[src/rtl/scs_pkg.sv]
// ----------------------------------------------------------------------------
// scs_pkg - shared types and constants of the strongest channel scanner
// Field widths, word layouts, register indexes and sequencer states.
// ----------------------------------------------------------------------------
package scs_pkg;

	localparam int CH_W        = 6;   // channel index
	localparam int LVL_W       = 9;   // signed dBm level
	localparam int CFG_IDX_W   = 2;
	localparam int CFG_W       = 9;   // widest register
	localparam int IN_TDATA_W  = 16;  // signal_level padded to bytes
	localparam int OUT_TDATA_W = 24;  // three channel fields padded to bytes
	localparam int OUT_TUSER_W = 2;   // hit, found

	// register indexes
	localparam logic [CFG_IDX_W-1:0] REG_FIRST_CH  = 2'd0;
	localparam logic [CFG_IDX_W-1:0] REG_LAST_CH   = 2'd1;
	localparam logic [CFG_IDX_W-1:0] REG_THRESHOLD = 2'd2;

	// register reset values
	localparam logic [CH_W-1:0]         FIRST_CH_RST  = 6'd0;
	localparam logic [CH_W-1:0]         LAST_CH_RST   = 6'd63;
	localparam logic signed [LVL_W-1:0] THRESHOLD_RST = -9'sd65;

	typedef enum logic [1:0] {
		ST_IDLE,  // ready for a reading
		ST_SCAN,  // walking the hit store for the strongest entry
		ST_EMIT   // result waits for the output register
	} state_t;

endpackage

[src/rtl/strongest_channel_scanner.sv]
// ----------------------------------------------------------------------------
// strongest_channel_scanner - sweep scanner that picks the strongest hit
// Takes one level reading per tuned channel, collects hits above threshold
// and reports the earliest strongest of HITS_NEEDED hits.
// ----------------------------------------------------------------------------
// Usage:
//  - s_* channel: one word per reading, signal_level (signed dBm) in
//    s_tdata[8:0]. Taken when s_tvalid and s_tready are both high.
//  - m_* channel: one result word per reading. m_tdata holds
//    measured_channel, best_channel, next_channel; m_tuser holds hit, found.
//  - cfg_*: write-only registers, index 0 first_channel, 1 last_channel,
//    2 level_threshold; index 3 is ignored. Write only while idle.
//  - Steps per reading: accept, then load output when no find happens;
//    when the hit store is full, a scan of the store comes between; the strongest entry is
//    found by one comparator stepping through the store one entry a cycle.
//  - s_tready is high only in the idle state. A result that sits in the
//    output register does not block the next reading; that reading then
//    waits in ST_EMIT until the receiver takes the previous word.
//  - Reset: registers return to their defaults, scan position to channel
//    0, hit count to zero. The hit store is not cleared; every entry is
//    written before the scan reads it.
// ----------------------------------------------------------------------------
module strongest_channel_scanner #(
	parameter int HITS_NEEDED   = 5,
	parameter int CHANNEL_COUNT = 64
) (
	input  logic                            clk,
	input  logic                            arst_n,
	// configuration
	input  logic                            cfg_we,
	input  logic [scs_pkg::CFG_IDX_W-1:0]   cfg_index,
	input  logic [scs_pkg::CFG_W-1:0]       cfg_data,
	// reading input
	input  logic                            s_tvalid,
	output logic                            s_tready,
	input  logic [scs_pkg::IN_TDATA_W-1:0]  s_tdata,   // [8:0] signal_level
	// result output
	output logic                            m_tvalid,
	input  logic                            m_tready,
	// [5:0] measured_channel, [11:6] best_channel, [17:12] next_channel
	output logic [scs_pkg::OUT_TDATA_W-1:0] m_tdata,
	output logic [scs_pkg::OUT_TUSER_W-1:0] m_tuser    // [0] hit, [1] found
);
	import scs_pkg::*;

	localparam int CNT_W  = $clog2(HITS_NEEDED + 1);
	localparam int IDX_W  = (HITS_NEEDED > 1) ? $clog2(HITS_NEEDED) : 1;
	// highest usable channel; channel fields are 6 bits wide regardless
	localparam int CH_MAX = (CHANNEL_COUNT - 1 > 63) ? 63 : CHANNEL_COUNT - 1;

	// configuration registers
	logic [CH_W-1:0]         first_q, last_q;
	logic signed [LVL_W-1:0] thr_q;

	// scan state
	logic [CH_W-1:0]  pos_q;
	logic [CNT_W-1:0] cnt_q;

	// hit store
	logic [CH_W-1:0]         ch_mem  [HITS_NEEDED];
	logic signed [LVL_W-1:0] lvl_mem [HITS_NEEDED];

	// per-reading work registers
	logic [CH_W-1:0]         meas_q, best_ch_q, next_q;
	logic                    hit_q, found_q;
	logic signed [LVL_W-1:0] best_lvl_q;
	logic [IDX_W-1:0]        idx_q;

	state_t state_q, state_d;

	// output register
	logic                   m_tvalid_q;
	logic [OUT_TDATA_W-1:0] m_tdata_q;
	logic [OUT_TUSER_W-1:0] m_tuser_q;

	// ------------------------------------------------------------------
	// Reading evaluation, used at the accept edge
	// ------------------------------------------------------------------
	logic [CH_W-1:0]         lo, hi, pos_eff, pos_new;
	logic [CH_W:0]           pos_inc;
	logic signed [LVL_W-1:0] level;
	logic                    is_hit, found_now, wrap;
	logic [CNT_W-1:0]        cnt_new;

	always_comb begin
		lo      = (first_q > CH_W'(CH_MAX)) ? CH_W'(CH_MAX) : first_q;
		hi      = (last_q  > CH_W'(CH_MAX)) ? CH_W'(CH_MAX) : last_q;
		// out of range (also empty range) restarts at the first channel
		pos_eff = (pos_q < lo || pos_q > hi) ? lo : pos_q;
		level   = s_tdata[LVL_W-1:0];
		is_hit  = level > thr_q;
		// the store never stays full: a find clears the count
		found_now = is_hit && (cnt_q == CNT_W'(HITS_NEEDED - 1));
		pos_inc = {1'b0, pos_eff} + {{CH_W{1'b0}}, 1'b1};
		wrap    = pos_inc > {1'b0, hi};
		if (found_now) begin
			pos_new = pos_eff;
			cnt_new = '0;
		end else if (wrap) begin
			pos_new = lo;
			cnt_new = '0;
		end else begin
			pos_new = pos_inc[CH_W-1:0];
			cnt_new = cnt_q + CNT_W'(is_hit);
		end
	end

	// ------------------------------------------------------------------
	// Sequencer
	// ------------------------------------------------------------------
	logic accept, scan_last, out_free, load_out, take_entry;
	logic signed [LVL_W-1:0] rd_lvl;

	assign accept   = s_tvalid && s_tready;
	assign out_free = !m_tvalid_q || m_tready;
	assign rd_lvl   = lvl_mem[idx_q];
	assign scan_last = (idx_q == IDX_W'(HITS_NEEDED - 1));

	always_comb begin
		state_d = state_q;
		unique case (state_q)
			ST_IDLE: if (accept) state_d = found_now ? ST_SCAN : ST_EMIT;
			ST_SCAN: if (scan_last) state_d = ST_EMIT;
			ST_EMIT: if (out_free) state_d = ST_IDLE;
			default: state_d = ST_IDLE;
		endcase
	end

	always_comb begin
		s_tready   = 1'b0;
		load_out   = 1'b0;
		take_entry = 1'b0;
		unique case (state_q)
			ST_IDLE: s_tready = 1'b1;
			// entry 0 seeds the best; later entries win only when strictly
			// stronger, so the earliest of equal levels stays
			ST_SCAN: take_entry = (idx_q == '0) || (rd_lvl > best_lvl_q);
			ST_EMIT: load_out = out_free;
			default: ;
		endcase
	end

	always_ff @(posedge clk or negedge arst_n) begin
		if (!arst_n) begin
			state_q <= ST_IDLE;
		end else begin
			state_q <= state_d;
		end
	end

	// configuration writes; unknown index is dropped
	always_ff @(posedge clk or negedge arst_n) begin
		if (!arst_n) begin
			first_q <= FIRST_CH_RST;
			last_q  <= LAST_CH_RST;
			thr_q   <= THRESHOLD_RST;
		end else if (cfg_we) begin
			unique case (cfg_index)
				REG_FIRST_CH:  first_q <= cfg_data[CH_W-1:0];
				REG_LAST_CH:   last_q  <= cfg_data[CH_W-1:0];
				REG_THRESHOLD: thr_q   <= cfg_data[LVL_W-1:0];
				default: ;
			endcase
		end
	end

	// scan position and hit count
	always_ff @(posedge clk or negedge arst_n) begin
		if (!arst_n) begin
			pos_q <= FIRST_CH_RST;
			cnt_q <= '0;
		end else if (accept) begin
			pos_q <= pos_new;
			cnt_q <= cnt_new;
		end
	end

	// hit store, written at the current count
	always_ff @(posedge clk) begin
		if (accept && is_hit) begin
			ch_mem[cnt_q[IDX_W-1:0]]  <= pos_eff;
			lvl_mem[cnt_q[IDX_W-1:0]] <= level;
		end
	end

	// work registers
	always_ff @(posedge clk) begin
		if (accept) begin
			meas_q    <= pos_eff;
			hit_q     <= is_hit;
			found_q   <= found_now;
			best_ch_q <= '0;
			next_q    <= pos_new;
			idx_q     <= '0;
		end else if (state_q == ST_SCAN) begin
			if (take_entry) begin
				best_ch_q  <= ch_mem[idx_q];
				best_lvl_q <= rd_lvl;
			end
			if (!scan_last) idx_q <= idx_q + IDX_W'(1);
		end
	end

	// output register
	always_ff @(posedge clk or negedge arst_n) begin
		if (!arst_n) begin
			m_tvalid_q <= 1'b0;
		end else if (load_out) begin
			m_tvalid_q <= 1'b1;
		end else if (m_tready) begin
			m_tvalid_q <= 1'b0;
		end
	end

	always_ff @(posedge clk) begin
		if (load_out) begin
			m_tdata_q <= {{(OUT_TDATA_W - 3 * CH_W){1'b0}}, next_q, best_ch_q, meas_q};
			m_tuser_q <= {found_q, hit_q};
		end
	end

	assign m_tvalid = m_tvalid_q;
	assign m_tdata  = m_tdata_q;
	assign m_tuser  = m_tuser_q;

endmodule

[config.mk]
export PLATFORM = sky130hd
export DESIGN_NAME = strongest_channel_scanner
export DESIGN_NICKNAME = d
export VERILOG_FILES = /design/src/rtl/scs_pkg.sv /design/src/rtl/strongest_channel_scanner.sv
export SDC_FILE = /design/constraint.sdc
export NUM_CORES = 1
export LEC_CHECK = 0
export BUFFER_PORTS_ARGS = -buffer_cell sky130_fd_sc_hd__buf_2
export CAP_MARGIN = 10
export CORE_MARGIN = 3
export CORE_UTILIZATION = 30
export CTS_BUF_LIST = sky130_fd_sc_hd__clkbuf_16
export DETAILED_ROUTE_END_ITERATION = 7
export GPL_ROUTABILITY_DRIVEN = 0
export GPL_TIMING_DRIVEN = 0
export PLACE_DENSITY = 0.52
export SKIP_CTS_REPAIR_TIMING = 1
export SYNTH_ARGS = -nofsm -noshare
export SYNTH_HDL_FRONTEND = slang
export SYNTH_SLANG_ARGS = --single-unit
[constraint.sdc]
create_clock -name clk -period 15.4 [get_ports clk]
set_clock_uncertainty 0.15 [all_clocks]
set_input_delay 1.54 -clock clk [delete_from_list [all_inputs] [get_ports clk]]
set_output_delay 1.54 -clock clk [all_outputs]
set_load 0.05 [all_outputs]
==> metrics.cfg, run 1 <==
[outcome]
status = completed

[logic_synthesis]
ys_seq_area_share_pct = 63.5
avgSynthCellArea_sq_um = 14.4
ys_types = 57
synth_edf_count = 118
ys_async_sr_fraction_pct = 20.2
ys.flop_type = edfxtp_1
synth_seq_cells = 163
synth_warnings = 0
syn_inst = 507
synth_area_sq_um = 7290

[drt]
avgViaCountPerCell = 4.59
drc = 0
drtAntennaViolNets = 0
wire_per_inst_um = 15.8
vias = 4189
wl_um = 14400
first_iter_violations = 218
firstDrtPassIters = 5

[clock_tree]
clock_latency_ns = 0.42
cts_tree = yes
clkTransAtPathRegs_ns = 0.07
numCtsBuffers = 17
max-clock-path-buffers = 2
clock_sinks = 163
htree_num_levels = 4
cts_root_buf = clkbuf_16

[power]
p_sw_w = 0.000590
combinationalPowerShare_pct = 34.9
p_leak_nw = 3.31
p_clk_share_pct = 26.2
power.internal_w = 0.00108
seq_power_share_pct = 39.0
swShare_pct = 35.3
vdd_ir_drop_max_uv = 72.7
power_density_nw_per_um2 = 194
power_w = 0.00167

[global_route]
grt.total_usage_pct = 11.5
antenna_found_initial = 0
overflow = 0
grt_pass1_vias = 4392
grt_pass1_wl_um = 23200
grt_max_degree = 34

[die]
initial_utilization_pct = 30.8
fp.dieH_um = 162
core_sq_um = 23700
fp.dieW_um = 162
io_pins = 60
rows = 56
dieArea_sq_um = 26200

[sta]
fin_crit_sh_pct = 36.2
slew_headroom_pct = 41.1
maxClockFrequency_mhz = 179
period_needed_ns = 5.58
setup_tns_ns = 0
rsz0062_at_grt = no
hold_viol = 0
finalSetupViolations = 0
worst_pin_slew_ns = 0.883
maxSlewViolCount = 0

[final_layout]
seqCellArea_sq_um = 4630
final_nets = 652
multiInputGateArea_sq_um = 2410
syn_to_final_growth_pct = 18.1
nFillCells = 2318
drive_above_1_share_pct = 26.8
diodes = 0

[flow_run]
maxCapViolCount = 0

[placed_design]
hpwl_um = 10500
io_buffers = 46

[worst_hold_path]
min_from = meas_q[5]
min_path_type = reg2reg

[setup_path]
cpPeakStageDelay_ns = 0.55
crit_arrival_ns = 5.74
worstPathRequired_ns = 15.56
cp_cell_sequence = inv_1 -> ha_1 -> a21oi_1 -> a21boi_1 -> o32ai_4 -> nand2_4 -> mux2i_1 -> inv_1 -> ha_1 -> and3_1 -> xnor2_1 -> mux2_2 -> inv_1 -> ha_1 -> a211oi_1 -> a21oi_1 -> a31oi_2 -> a21boi_2 -> mux2i_1 -> a22oi_1 -> mux2_2
cpLargestDelayFamily = compound AO/OA/AOI/OAI gates
cp_max_fo = 9
timing.rr.start = last_q[4]
critPathCaptureType = flip-flop
path_class = reg2reg
start_kind = flip-flop
critPathBufInv = 3
cp_slowest_cell = dfstp_2
crit_start = last_q[4]

-- stage by stage --
| stage | cells | hold WS (ns) | setup WS, ns | util [%] | instance area, sq um |
|---|---|---|---|---|---|
| floorplan | 512 | 0.250 | 10.58 | - | 7300 |
| global placement | 877 | 0.257 | 9.94 | 33.5 | 7930 |
| detailed placement | 879 | 0.256 | 9.89 | 33.6 | 7970 |
| CTS | 911 | 0.274 | 9.85 | 36.3 | 8590 |
| global route | 912 | 0.277 | 9.42 | 36.3 | 8610 |
| finish | 912 | 0.272 | 9.82 | 36.3 | 8610 |
-- cells in the final DEF, fill, tap and decap left out, types with 8 or more instances in the layout --
cell	instances
mux2i_1	12
a211oi_1	8
edfxtp_1	118
mux2_2	29
nand3_1	10
dfstp_2	14
dfxtp_1	12
o21ai_0	15
clkbuf_1	13
buf_2	46
a21oi_1	18
mux4_2	15
clkbuf_16	17
dfrtp_1	19
inv_1	45
nor2_1	16
nand2_1	29
ha_1	40
-- power groups by stage --
stage / registers [W] / clock network (W) / logic, W
4_1_cts: 0.000653 / 0.000450 / 0.000587
3_3_place_gp: 0.000660 / 0 / 0.000569
3_5_place_dp: 0.000662 / 0 / 0.000584
2_1_floorplan: 0.000720 / 0 / 0.000368
5_1_grt: 0.000662 / 0.000470 / 0.000641
6_report: 0.000652 / 0.000438 / 0.000583
-- synth_stat cells (3+ instances only) --
library cell / count / area (sq um)
a211oi_1: 8 / 60.1
a21o_1: 3 / 22.5
a21oi_1: 18 / 90.1
a31oi_1: 3 / 18.8
and2_1: 3 / 18.8
and3_1: 7 / 43.8
buf_4: 6 / 45.0
clkbuf_1: 13 / 48.8
dfrtp_1: 19 / 475
dfstp_2: 14 / 368
dfxtp_1: 12 / 240
edfxtp_1: 118 / 3540
ha_1: 40 / 500
inv_1: 45 / 169
mux2_2: 29 / 327
mux2i_1: 12 / 120
mux4_2: 15 / 338
nand2_1: 29 / 109
nand2b_1: 6 / 37.5
nand3_1: 10 / 50.1
nand3b_1: 3 / 22.5
nand4_1: 5 / 31.3
nor2_1: 17 / 63.8
nor2b_1: 4 / 25.0
nor3_1: 6 / 30.0
o21ai_0: 15 / 75.1
o221ai_1: 3 / 26.3
o22ai_1: 3 / 18.8
xnor2_1: 6 / 52.6
-- layout make-up --
cell class                 instances  area share, %
buffer                            20           1.22
clock buffer                      17           4.94
clock inverter                    15           2.28
inverter                          45           1.96
multi-input combinational        284           28.0
sequential                       163           53.8
tap                              319           4.64
timing repair buffer              49           3.20
-- kinds of logic (layout without fill, tap and decap cells) --
| logic type | count (synthesis) | after routing | synth area share, % |
|---|---|---|---|
| buffers and inverters | 65 | 146 | 3.76 |
| AND/OR/NAND/NOR | 98 | 98 | 6.87 |
| AO/OA/AOI/OAI | 77 | 77 | 7.33 |
| adder cells (fa/ha/maj) | 40 | 40 | 6.87 |
| multiplexers | 56 | 56 | 10.8 |
| XOR/XNOR | 7 | 7 | 0.842 |
| other | 1 | 6 | 0.0515 |
| flip-flops | 163 | 163 | 63.5 |
-- worst register-to-register path: cells and delay by family (launching register included) --
| family | cells | cell delay (ns) |
|---|---|---|
| xor gates and xnor gates | 1 | 0.12 |
| AOI/OAI and AO/OA | 8 | 1.85 |
| muxes | 4 | 1.14 |
| adders and majority gates | 3 | 0.91 |
| and+or+nand+nor | 2 | 0.41 |
| DFF | 1 | 0.55 |
| buffers and inverters | 3 | 0.35 |
-- layer usage --
| metal | share of wire [%] | vias to the layer above | GRT usage [%] | wire [um] |
|---|---|---|---|---|
| met5 | 0 | - | 0 | 0 |
| met4 | 1.8 | 0 | 4.50 | 267 |
| met3 | 3.5 | 19 | 2.86 | 504 |
| met2 | 52 | 77 | 20.0 | 7440 |
| met1 | 43 | 2055 | 13.7 | 6230 |
| li1 | - | 2038 | - | - |
-- registers in the layout, summed over array words and instances, names as in the netlist, 2 cells and up, named ones only --
register    cells
state_q         2
last_q          6
next_q          6
ch_mem         30
m_tdata        18
idx_q           3
best_lvl_q      9
first_q         6
cnt_q           3
lvl_mem        45
meas_q          6
thr_q           9
pos_q           6
m_tuser         2
best_ch_q       6
-- final timing paths --
| check | to | slack, ns | depth (start not counted) |
|---|---|---|---|
| max in group asynchronous | thr_q[6] | 13.56 | 1 |
| setup / recovery | pos_q[2] | 9.82 | 21 |
| min in group asynchronous | pos_q[3] | 1.04 | 1 |
| setup reg to reg | pos_q[2] | 9.82 | 21 |
| hold reg to reg | m_tdata[5] | 0.27 | 0 |
| hold / removal | m_tdata[5] | 0.27 | 0 |
Note: power is estimated with default switching activity, not from simulation.
==> run 2, diff against run 1 <==
Settings changed: PLACE_DENSITY 0.52 to 0.53.
Clock period 15.4 ns to 4.75 ns, I/O delays scaled along.
==> run 2 against run 1 <==
Net effect: the flow now finishes with violations (hold timing, setup timing); largest power group is now combinational logic; combinational power increased to 4.0 times the previous value; via count is 2.4% higher; hold slack worse by 0.29 ns; highest routed layer unchanged.
==> metrics.cfg, run 2 (synthesis gave the netlist of run 1 again) <==
[sta]
fin_ws_ns = -0.00188
slew_headroom_pct = 40.4
worst_pin_slew_ns = 0.894
fin_crit_sh_pct = 100
maxClockFrequency_mhz = 210
maxSlewViolCount = 0
finalSetupViolations = 1
period_needed_ns = 4.75
setup_tns_ns = -0.00188
whs_ns = -0.0192
rsz0062_at_grt = yes
hold_viol = 19

[setup_path]
critPathCaptureType = flip-flop
reg2regPathDepth = 22
worstPathRequired_ns = 4.79
timing.rr.start = last_q[4]
start_kind = flip-flop
path_class = reg2reg
crit_arrival_ns = 4.79
r2r_end = next_q[2]
reg2reg_slack_ns = -0.002
cp_max_fo = 6

[die]
io_pins = 60
initial_utilization_pct = 30.8
dieArea_sq_um = 26200
rows = 56
core_sq_um = 23700
fp.dieW_um = 162
fp.dieH_um = 162

[placed_design]
dp_slack_ns = -0.700
io_buffers = 46
hpwl_um = 10600
place_area_sq_um = 7970

[drt]
wl_um = 15000
drtAntennaViolNets = 0
first_iter_violations = 336
drc = 0
firstDrtPassIters = 4
avgViaCountPerCell = 4.62
wire_per_inst_um = 16.2
vias = 4291

[flow_run]
maxCapViolCount = 0

[global_route]
overflow = 0
grt_pass1_vias = 4365
grt_pass1_wl_um = 23600
antenna_found_initial = 0
grt.total_usage_pct = 11.8
grt_max_degree = 34

[power]
p_clk_share_pct = 22.5
power.internal_w = 0.00368
power_density_nw_per_um2 = 653
p_leak_nw = 3.38
vdd_ir_drop_max_uv = 312
p_sw_w = 0.00210
seq_power_share_pct = 36.9
swShare_pct = 36.3
combinationalPowerShare_pct = 40.6

[clock_tree]
max-clock-path-buffers = 2
cts_tree = yes
clock_latency_ns = 0.43
numCtsBuffers = 17
cts_root_buf = clkbuf_16
htree_num_levels = 4
clock_sinks = 163
clkTransAtPathRegs_ns = 0.07

[final_layout]
diodes = 0
final_nets = 669
largest_reg_flops = 45
mostFrequentLayoutCell = edfxtp_1
final_util_pct = 37.4
drive_above_1_share_pct = 32.8
syn_to_final_growth_pct = 21.5
design_area_sq_um = 8850
final_cell_mix = 118 x edfxtp_1, 46 x buf_2, 41 x inv_1

[outcome]
failed_checks = hold timing, setup timing
status = finished, violations left

[worst_hold_path]
min_path_type = in2async

## run 2: power by group through the flow
stage / Sequential [W] / Clock (W) / Combinational, W
2_1_floorplan: 0.00234 / 0 / 0.00119
3_3_place_gp: 0.00214 / 0 / 0.00185
3_5_place_dp: 0.00215 / 0 / 0.00191
4_1_cts: 0.00212 / 0.00134 / 0.00192
5_1_grt: 0.00217 / 0.00141 / 0.00254
6_report: 0.00213 / 0.00130 / 0.00235
## run 2: layer usage
layer	vias to the layer above	global-route usage, %	wire length, um
met5	-	0	0
met4	0	4.89	288
met3	18	2.88	591
met2	89	20.7	7930
met1	2117	13.7	6230
li1	2067	-	-
## run 2: worst max path at each step
stage                     startpoint        end  slack [ns]
after detailed placement   last_q[4]   pos_q[2]       -0.70
after global placement     last_q[4]   pos_q[2]       -0.59
after CTS                  last_q[4]   pos_q[2]       -0.72
after global routing       last_q[4]  next_q[5]       -0.18
after floorplan            last_q[4]  next_q[5]       0.001
final                      last_q[4]  next_q[2]      -0.002
## run 2: cell type report
cell class | instances | area, sq um
repair buffers | 68 | 422
flip-flops and latches | 163 | 4630
multi-input cells | 284 | 2570
inverters | 45 | 171
plain buffers | 18 | 101
fillers | 2293 | 14800
well taps | 319 | 399
clock buffers | 17 | 425
clock inverters | 15 | 139
## run 2: metrics by stage
| step | power (W) | instances |
|---|---|---|
| 2_1_floorplan | 0.00353 | 512 |
| 3_3_place_gp | 0.00398 | 877 |
| 3_5_place_dp | 0.00406 | 879 |
| 4_1_cts | 0.00538 | 911 |
| 5_1_grt | 0.00612 | 929 |
| 6_report | 0.00578 | 929 |
## run 2: worst max-delay path: stages (launching register included)
cell,delay [ns]
dfstp_2,0.55
inv_2,0.05
ha_4,0.23
a21oi_2,0.14
a21boi_2,0.08
o32ai_4,0.34
nand2_4,0.14
buf_8,0.16
mux2i_4,0.17
inv_2,0.08
ha_4,0.18
and3_4,0.17
xnor2_1,0.11
mux2_4,0.29
inv_2,0.07
ha_4,0.20
a211oi_2,0.21
a21oi_2,0.09
a31oi_2,0.24
a21boi_4,0.32
mux2i_1,0.25
a22oi_2,0.10
buf_4,0.17
==> run 3, diff against run 2 <==
Settings changed: PLACE_DENSITY 0.53 to 0.51.
==> run 3 against run 2 <==
Net effect: the flow still finishes with violations (hold timing, setup timing); routed wire length down 0.13%; register-to-register slack got worse by 0.08 ns; setup slack got worse by 0.076 ns; final area increased by 0.71%; utilization grew 0.26 points; via count decreased by 0.28%; fmax down 1.6%; die area is the same; non-clock buffer count is the same; critical endpoint is now next_q[5].
==> metrics.cfg, run 3 (synthesis gave the netlist of run 1 again) <==
[clock_tree]
numCtsBuffers = 17
clock_sinks = 163
cts_tree = yes
cts_root_buf = clkbuf_16
htree_num_levels = 4
clock_latency_ns = 0.43
max-clock-path-buffers = 2
clkTransAtPathRegs_ns = 0.07

[die]
fp.dieW_um = 162
io_pins = 60
rows = 56
fp.dieH_um = 162
initial_utilization_pct = 30.8
dieArea_sq_um = 26200
core_sq_um = 23700

[final_layout]
drive_above_1_share_pct = 33.3
final_nets = 669
nFillCells = 2308
diodes = 0
largest_reg_flops = 45
syn_to_final_growth_pct = 22.4
final_util_pct = 37.6
mostFrequentLayoutCell = edfxtp_1
final_cell_mix = 118 x edfxtp_1, 46 x buf_2, 41 x inv_1

[outcome]
status = finished, violations left
failed_checks = hold timing, setup timing

[worst_hold_path]
min_path_type = in2async

[drt]
vias = 4279
wire_per_inst_um = 16.2
drtAntennaViolNets = 0
avgViaCountPerCell = 4.61
wl_um = 15000
drc = 0
firstDrtPassIters = 4
first_iter_violations = 250

[sta]
worst_pin_slew_ns = 0.858
period_needed_ns = 4.83
whs_ns = -0.0246
slew_headroom_pct = 42.8
fin_ws_ns = -0.0778
fin_crit_sh_pct = 102
finalSetupViolations = 4
maxClockFrequency_mhz = 207
hold_viol = 18
maxSlewViolCount = 0
rsz0062_at_grt = yes

[global_route]
grtUsageMet1_pct = 14.0
grt.total_usage_pct = 11.8
grt_pass1_wl_um = 23600
overflow = 0
use_met3_pct = 2.60
antenna_found_initial = 0
use_met2_pct = 20.5
grt_pass1_vias = 4414
grt_max_degree = 34
top_usage_layer = met2

[power]
p_leak_nw = 3.38
vdd_ir_drop_max_uv = 279
power_density_nw_per_um2 = 666

[setup_path]
worstPathRequired_ns = 4.77
cp_max_fo = 6
start_kind = flip-flop
critPathCaptureType = flip-flop
path_class = reg2reg
crit_arrival_ns = 4.85

[flow_run]
maxCapViolCount = 0

[placed_design]
dp_slack_ns = -0.720
io_buffers = 46
hpwl_um = 10700

==> run 3: layout make-up <==
type	instances	area (sq um)	share of cell area (%)
buffer	19	106	1.19
clock buffer	17	425	4.77
clock inverter	15	156	1.75
inverter	45	171	1.92
multi-input combinational	284	2610	29.2
sequential	163	4630	51.9
tap	319	399	4.48
timing repair buffer	67	423	4.74
==> run 3: critical path, stage by stage, from the launching register on <==
cell	delay, ns
dfstp_2	0.56
inv_2	0.05
ha_4	0.23
a21oi_4	0.13
a21boi_2	0.08
o32ai_4	0.38
nand2_4	0.15
buf_8	0.17
mux2i_4	0.18
inv_2	0.08
ha_4	0.18
and3_4	0.18
xnor2_1	0.12
mux2_4	0.27
inv_2	0.07
ha_4	0.20
a211oi_2	0.19
a21oi_2	0.09
a31oi_2	0.21
a21bo_4	0.27
or3_1	0.38
o31a_1	0.12
o31a_1	0.11
==> run 3: worst paths after layout <==
path	slack (ns)	endpoint	cells after the start	startpoint
max	-0.08	next_q[5]	22	last_q[4]
min	-0.02	pos_q[2]	1	arst_n
max reg2reg	-0.08	next_q[5]	22	last_q[4]
min reg2reg	0.27	m_tdata[2]	0	meas_q[2]
max in group asynchronous	3.94	pos_q[4]	1	arst_n
min in group clk	0.14	thr_q[6]	2	cfg_data[6]
==> run 3: power breakdown <==
group | total, W | internal (W) | switching [W]
registers | 0.00214 | 0.00197 | 0.000165
logic | 0.00246 | 0.00108 | 0.00138
clock network | 0.00134 | 0.000776 | 0.000562
==> run 3: per-layer routing <==
layer / vias up / share of wire, %
li1: 2073 / -
met1: 2117 / 44
met2: 60 / 51
met3: 29 / 2.7
met4: 0 / 2.6
met5: - / 0
==> run 3: stage by stage <==
step	hold slack (ns)	setup TNS [ns]	instances	power [W]	area, sq um
finish	-0.0246	-0.135	929	0.00594	8920
global route	0.0389	-1.80	929	0.00628	8920
CTS	0.00403	-7.99	911	0.00542	8550
detailed placement	0.255	-7.68	879	0.00407	7970
global placement	0.256	-6.37	877	0.00399	7940
floorplan	0.0294	0	512	0.00353	7310
